[src/rtl/stbs_pkg.sv]
// ----------------------------------------------------------------------------
// stbs_pkg
// Shared types and constants for the sorted table binary search block.
// ----------------------------------------------------------------------------
package stbs_pkg;

    localparam int TABLE_DEPTH = 256;
    localparam int ADDR_W      = 8;   // index width of the table
    localparam int COUNT_W     = 9;   // entry_count register width
    localparam int RANGE_W     = 10;  // signed upper range bound
    localparam int DATA_W      = 32;

    localparam logic CMD_WRITE  = 1'b0;
    localparam logic CMD_SEARCH = 1'b1;

    typedef struct packed {
        logic                     cmd;
        logic [ADDR_W-1:0]        entry_index;
        logic signed [DATA_W-1:0] data_word;
    } in_word_t;

    typedef struct packed {
        logic              found;
        logic [ADDR_W-1:0] position;
    } out_word_t;

    // controller to datapath
    typedef struct packed {
        logic write_en;   // store the input word in the table
        logic start;      // load key and initial range
        logic read_en;    // read the table at the current midpoint
        logic step;       // narrow the range after a miss
        logic load_hit;   // load a found result into the output register
        logic load_miss;  // load a not-found result into the output register
    } ctrl_cmd_t;

    // datapath to controller
    typedef struct packed {
        logic range_empty;
        logic key_equal;
        logic out_free;
    } dp_status_t;

endpackage

[src/rtl/stbs_ctrl.sv]
// ----------------------------------------------------------------------------
// stbs_ctrl
// Sequencer for table writes and the probe / compare loop of a search.
// ----------------------------------------------------------------------------
module stbs_ctrl (
    input  logic                 aclk,
    input  logic                 aresetn,
    input  logic                 s_valid,
    input  logic                 s_cmd,
    output logic                 s_ready,
    input  stbs_pkg::dp_status_t status,
    output stbs_pkg::ctrl_cmd_t  cmd
);

    typedef enum logic [1:0] {
        ST_IDLE,
        ST_READ,
        ST_CMP
    } state_t;

    state_t state_reg;
    state_t state_next;
    logic   accept;

    assign s_ready = state_reg == ST_IDLE;
    assign accept  = s_valid && s_ready;

    always_comb begin
        state_next = state_reg;
        cmd        = '0;
        case (state_reg)
            ST_IDLE: begin
                if (accept) begin
                    if (s_cmd == stbs_pkg::CMD_WRITE) begin
                        cmd.write_en = 1'b1;
                    end else begin
                        cmd.start  = 1'b1;
                        state_next = ST_READ;
                    end
                end
            end
            ST_READ: begin
                // empty range ends the search; wait here if the result slot is busy
                if (status.range_empty) begin
                    if (status.out_free) begin
                        cmd.load_miss = 1'b1;
                        state_next    = ST_IDLE;
                    end
                end else begin
                    cmd.read_en = 1'b1;
                    state_next  = ST_CMP;
                end
            end
            ST_CMP: begin
                if (status.key_equal) begin
                    if (status.out_free) begin
                        cmd.load_hit = 1'b1;
                        state_next   = ST_IDLE;
                    end
                end else begin
                    cmd.step   = 1'b1;
                    state_next = ST_READ;
                end
            end
            default: begin
                state_next = ST_IDLE;
            end
        endcase
    end

    always_ff @(posedge aclk) begin
        if (!aresetn) begin
            state_reg <= ST_IDLE;
        end else begin
            state_reg <= state_next;
        end
    end

endmodule

[config.mk]
export PLATFORM = sky130hd
export DESIGN_NAME = stbs_ctrl
export DESIGN_NICKNAME = d
export VERILOG_FILES = /design/src/rtl/stbs_pkg.sv /design/src/rtl/stbs_ctrl.sv
export SDC_FILE = /design/constraint.sdc
export NUM_CORES = 1
export LEC_CHECK = 0
export BUFFER_PORTS_ARGS = -buffer_cell sky130_fd_sc_hd__buf_4
export CORE_AREA = 2 2 39 41
export DETAILED_ROUTE_END_ITERATION = 7
export DIE_AREA = 0 0 41 43
export SYNTH_ARGS = -nofsm -noshare
export SYNTH_HDL_FRONTEND = slang
export SYNTH_SLANG_ARGS = --single-unit
[constraint.sdc]
create_clock -name aclk -period 2.2 [get_ports aclk]
set_clock_uncertainty 0.2 [all_clocks]
set_input_delay 0.11 -clock aclk [delete_from_list [all_inputs] [get_ports aclk]]
set_output_delay 0.11 -clock aclk [all_outputs]
set_load 0.01 [all_outputs]
# == Word level (Yosys, flattened, before mapping) ==
# Index checks and enable logic that the tools add are counted.
# op_classes
addsub,0
n_mul,0
div_mod_pow,0
n_lt_le_gt_ge,0
eq_ne,4
shift,0
n_mux,18
bitwise_logic,0
n_reduce_logical,3
# op_table
op,n
$mux W2,8
$mux W1,9
$pmux W2 S3,1
$eq A2 B1 Y1 const B,1
$eq A2 B2 Y1 const B,1
$logic_not A2 Y1,1
$ne A2 B1 Y1 const B,1
$ne A2 B2 Y1 const B,1
$reduce_and A2 Y1,1
$logic_and A1 B1 Y1,1
# word_totals
ff_bits,2
latchBits,0
ram_bits,0
mem_bits_ro,0
input_bits,7
out_inout_bits,7
wordCells,26
memories,0

# == Logic depth before layout (Yosys ltp) ==
# Gate-level depths: netlist (run 1).
# depth
depth_word,4
ltp_mapped,3
ltp_nobuf,2

# == Least setup slack after synthesis (run 1) ==
# OpenSTA, ideal clock, no wires.
# synth_timing
kind,flip-flop to output port
startpoint,register state_reg[1]
endpoint,output cmd[5] in the netlist's numbering
arrival_ns,0.900
required_ns,1.890
path_slack_ns,0.990
path_stages_with_launch,3
path_buffers,1
cell_sequence,dfxtp_1 -> buf_6 -> nor4b_1
# synth_lines
item,line,text
start: declaration,stbs_ctrl.sv:21,state_t state_reg;
start signal: assignment,stbs_ctrl.sv:75,state_reg <= state_next;
end: declaration,stbs_ctrl.sv:12,output stbs_pkg::ctrl_cmd_t cmd

==> flow_summary.yaml, run 1 <==
timing:
  fin_hold_ws_ns: 0.0794
  rsz0062_at_grt: "no"
  hold_viol_final: 0
  worst_pin_slew_ns: 0.296
  relSlewSlack: 0.800
  setup_ws_ns: 0.740
  period_minus_slack_ns: 1.46
  fmaxAchievable_ghz: 0.685
  setup_viol: 0
  period_share: 0.663
  finalSetupTns_ns: 0
  drv_slew: 0
power_and_ir_drop:
  power_frac_comb: 0.233
  p_leak_nw: 0.162
  ir_worst_vdd_uv: 153
  clkPwrFrac: 0.501
  p_int_uw: 121
  switchingPower_uw: 38.8
  seqPwrFrac: 0.266
  p_per_area_nw_per_um2: 527
  sw_frac_of_total: 0.243
yosys:
  ys_seq_area_frac: 0.232
  synth_top_area_cell: "dfxtp_1"
  synth_seq_cells: 2
  yosysUniqueCellTypes: 14
  yosys_warnings: 0
  synthTopCellsByArea: "dfxtp_1, and4b_1, nor3b_1"
  avgSynthCellArea_um2: 10.2
  synth_nets: 24
  synth_cells: 17
  synth_top_area_frac: 0.232
  synth_area_um2: 173
worst_hold_path:
  hold_path.class: "primary input to register"
  worstHoldStart: "status[2]"
cts:
  cts.htree.levels: 1
  cts_buffers: 3
  cts.sinks: 2
  clk_pin_slew_ns: 0.03
  clock_latency_ns: 0.22
  cts_tree: "done"
  root_buffer: "clkbuf_4"
  clock_path_buffers: 2
  cts_resized: 0
placed_design:
  dp_slack_ns: 0.965
  io_buffer_count: 13
  placed_area_um2: 272
  placedCellCount: 44
  gp_congestion: 0.720
global_routing:
  antenna_found_initial: 0
  grt_max_degree: 10
  grt_use_total: 0.0692
  overflow: 0
  grt_pass1_wl_um: 800
  grt_pass1_vias: 192
detailed_routing:
  wire_per_inst_um: 9.98
  first_iter_violations: 3
  num_vias: 192
  drc: 0
  totalWireLength_um: 479
  drt_pre_antenna_iters: 2
  viasPerCell: 4.00
  antenna_left: 0
critical_path:
  r2r_end: "state_reg[0]"
  arrival_ns: 1.15
  crit_fanout: 9
  rrSetupSlack_ns: 0.95
  crit_required_ns: 1.89
  cp-endpoint: "cmd[5]"
  regToRegStartpoint: "state_reg[1]"
  crit_path_end_kind: "output port"
  cp-start-kind: "register"
  critPathKind: "register to output port"
  setup.worst_path.start: "state_reg[1]"
  r2r_cells: 2
floorplanning:
  start_util: 0.125
  rows: 14
  dieArea_um2: 1760
  chipHeight_um: 43
  pin_count: 14
  coreArea_um2: 1380
  die_w_um: 41
layout:
  final_area_um2: 304
  instances_no_fill: 48
  nets: 41
  layout-drive-gt1-share: 0.563
  fillers: 157
  diodes: 0
  syn_to_final_growth_pct: 76.1
  largest_register_ffs: 2
status:
  outcome: "finished clean"
job:
  maxCapViolCount: 0
## synthesized netlist by cell type
cell type	n
o311a_1	1
and3_1	1
and4b_1	2
a211o_1	1
nor3b_2	1
nor2_1	1
o211a_1	1
nor4b_1	1
nor2_2	1
nor3b_1	2
buf_6	1
dfxtp_1	2
buf_4	1
and4bb_1	1
## final cells by class
type	count	area, um^2	share of cell area
clock buffers	3	22.5	0.0741
multi-input cells	13	114	0.374
well taps	16	20.0	0.0658
flip-flops and latches	2	40.0	0.132
repair buffers	14	108	0.354
## cells in the final DEF, fill, tap and decap left out
cell	Yosys	layout
o211a_1	1	1
nor4b_1	1	1
a211o_1	1	1
nor3b_1	2	2
buf_4	1	13
nor2_2	1	1
dlygate4sd3_1	0	1
and3_1	1	1
o311a_1	1	1
nor3b_2	1	1
and4b_1	2	2
clkbuf_4	0	3
dfxtp_1	2	2
and4bb_1	1	1
nor2_1	1	1
## critical path, stage by stage, from the launching register on
cell     delay [ns]
dfxtp_1        0.38
nor4b_1        0.37
buf_4          0.18
## cells by family after synthesis
kind of cell           share of synthesized area
buffers and inverters                      0.109
DFF                                        0.232
and+or+nand+nor                            0.493
AOI/OAI and AO/OA                          0.167
## how the worst min path moves through the flow
stage / endpoint / slack (ns) / cells after the start
2_1_floorplan: state_reg[0] / 0.04 / 1
3_3_place_gp: state_reg[1] / 0.15 / 2
3_5_place_dp: state_reg[1] / 0.15 / 2
4_1_cts: state_reg[1] / 0.07 / 3
5_1_grt: state_reg[1] / 0.08 / 3
6_report: state_reg[1] / 0.08 / 3
## through the flow
step	utilization	power (mW)
2_1_floorplan	-	0.0597
3_3_place_gp	0.196	0.0790
3_5_place_dp	0.196	0.0791
4_1_cts	0.220	0.165
5_1_grt	0.220	0.174
6_report	0.220	0.160
## power by group through the flow
stage | combinational [mW] | sequential (mW) | clock (mW)
2_1_floorplan | 0.0204 | 0.0393 | 0
3_3_place_gp | 0.0361 | 0.0429 | 0
3_5_place_dp | 0.0361 | 0.0430 | 0
4_1_cts | 0.0377 | 0.0425 | 0.0853
5_1_grt | 0.0414 | 0.0432 | 0.0896
6_report | 0.0374 | 0.0426 | 0.0801
## what timing repair did
item | in CTS | in global routing
hold buffers | 1 | 0
hold endpoints to repair | 2 | 0
setup buffers | 0 | 0
## routing by layer
layer,vias up,part of all wire,routed length (um),GRT usage
met2,10,0.38,180,0.0688
met4,0,0,0,0.0600
li1,101,-,-,-
met5,-,0,0,0
met3,0,0.098,47,0.0314
met1,81,0.52,251,0.103
(Power assumes the default switching activity.)
==> inputs of run 2 (changes only) <==
- clock period: 2.2 -> 1.5 ns (I/O delays scaled with it)
==> run 2 against run 1 <==
Sequential power rose by 46%. Critical path depth up 1. Highest routed layer unchanged. Clock power increased by 50%. Wire length decreased by 2.9%. Cell count is the same. Total power up 48%. Sequential cell count unchanged. Worst setup slack worse by 0.64 ns. Die area did not move. Via count grew 0.52%. Critical path type unchanged.
==> flow_summary.yaml, run 2 (synthesis gave the netlist of run 1 again) <==
status:
  outcome: "finished clean"
critical_path:
  cp-start-kind: "register"
  crit_fanout: 9
  crit_path_end_kind: "output port"
  critPathKind: "register to output port"
  setup.worst_path.start: "state_reg[1]"
  arrival_ns: 1.12
  regToRegStartpoint: "state_reg[1]"
  crit_required_ns: 1.22
layout:
  multi_input_area_um2: 114
  fillers: 157
  diodes: 0
  syn_to_final_growth_pct: 76.1
  layout_commonest_cell: "buf_4"
  final_area_um2: 304
  register_area_um2: 40.0
  mostFrequentLayoutCells: "buf_4, clkbuf_4, and4b_1, nor3b_1, dfxtp_1"
  layout-drive-gt1-share: 0.563
  largest_register_ffs: 2
  instances_no_fill: 48
  nets: 41
cts:
  root_buffer: "clkbuf_4"
  clock_latency_ns: 0.22
  clock_path_buffers: 2
  clk_pin_slew_ns: 0.03
  cts_tree: "done"
  post_cts_buffers: 0
  cts.htree.levels: 1
  cts.sinks: 2
  cts_buffers: 3
placed_design:
  placed_area_um2: 272
  place_hpwl_um: 354
  gp_congestion: 0.727
  io_buffer_count: 13
  placedCellCount: 44
power_and_ir_drop:
  p_int_uw: 178
  fin_total_pwr_uw: 236
  p_leak_nw: 0.162
  p_per_area_nw_per_um2: 778
  switchingPower_uw: 58.4
  sw_frac_of_total: 0.247
  power_frac_comb: 0.230
  clkPwrFrac: 0.506
  seqPwrFrac: 0.264
  ir_worst_vdd_uv: 261
floorplanning:
  pin_count: 14
  coreArea_um2: 1380
  die_w_um: 41
  rows: 14
  dieArea_um2: 1760
  chipHeight_um: 43
  start_util: 0.125
global_routing:
  antenna_found_initial: 0
  grt_max_degree: 10
  grt_pass1_wl_um: 690
  overflow: 0
  grt_use_total: 0.0661
  grt_pass1_vias: 161
detailed_routing:
  num_vias: 193
  totalWireLength_um: 465
  viasPerCell: 4.02
  wire_per_inst_um: 9.69
  drt_pre_antenna_iters: 2
  antenna_left: 0
  drc: 0
  first_iter_violations: 2
timing:
  fin_hold_ws_ns: 0.0366
  relSlewSlack: 0.810
  setup_viol: 0
  fmaxAchievable_ghz: 0.714
  drv_slew: 0
  hold_viol_final: 0
  period_share: 0.933
  finalSetupTns_ns: 0
  period_minus_slack_ns: 1.40
  rsz0062_at_grt: "no"
  worst_pin_slew_ns: 0.285
worst_hold_path:
  hold_path.class: "primary input to register"
  worstHoldStart: "s_valid"
job:
  maxCapViolCount: 0
## run 2: area by class of cell
class                      instances  share of cell area
tap                               16              0.0658
multi-input combinational         13               0.374
clock buffer                       3              0.0741
sequential                         2               0.132
timing repair buffer              14               0.354
## run 2: worst paths after layout
check / end / slack [ns] / cells past startpoint
max: cmd[4] / 0.10 / 3
min: state_reg[1] / 0.04 / 3
max reg2reg: state_reg[0] / 0.26 / 2
min reg2reg: state_reg[0] / 0.50 / 2
## run 2: metrics by stage
stage	worst slack, ns	utilization
2_1_floorplan	0.325	-
6_report	0.100	0.220
4_1_cts	0.0900	0.220
5_1_grt	0.0321	0.220
3_3_place_gp	0.298	0.196
3_5_place_dp	0.283	0.196
## run 2: worst max-delay path: stages, from the launching register on
cell     delay (ns)
dfxtp_1        0.47
nor2_2         0.10
and3_1         0.19
buf_4          0.14
## run 2: timing repair
| item | 4_1_cts | 5_1_grt |
|---|---|---|
| endpoints found under the hold margin | 2 | 0 |
| hold buffers | 1 | 0 |
| resized for setup | 0 | 0 |
## run 2: power groups by stage
stage | clock (mW) | sequential [mW] | combinational [mW]
5_1_grt | 0.138 | 0.0631 | 0.0596
4_1_cts | 0.128 | 0.0624 | 0.0548
6_report | 0.120 | 0.0624 | 0.0544
2_1_floorplan | 0 | 0.0577 | 0.0299
3_5_place_dp | 0 | 0.0631 | 0.0523
3_3_place_gp | 0 | 0.0629 | 0.0529
## run 2: per-layer routing
layer	track usage	vias up	share of wire
met5	0	-	0
met4	0.0800	0	0
met3	0.0471	0	0.12
met2	0.0563	12	0.36
met1	0.0860	81	0.52
li1	-	100	-
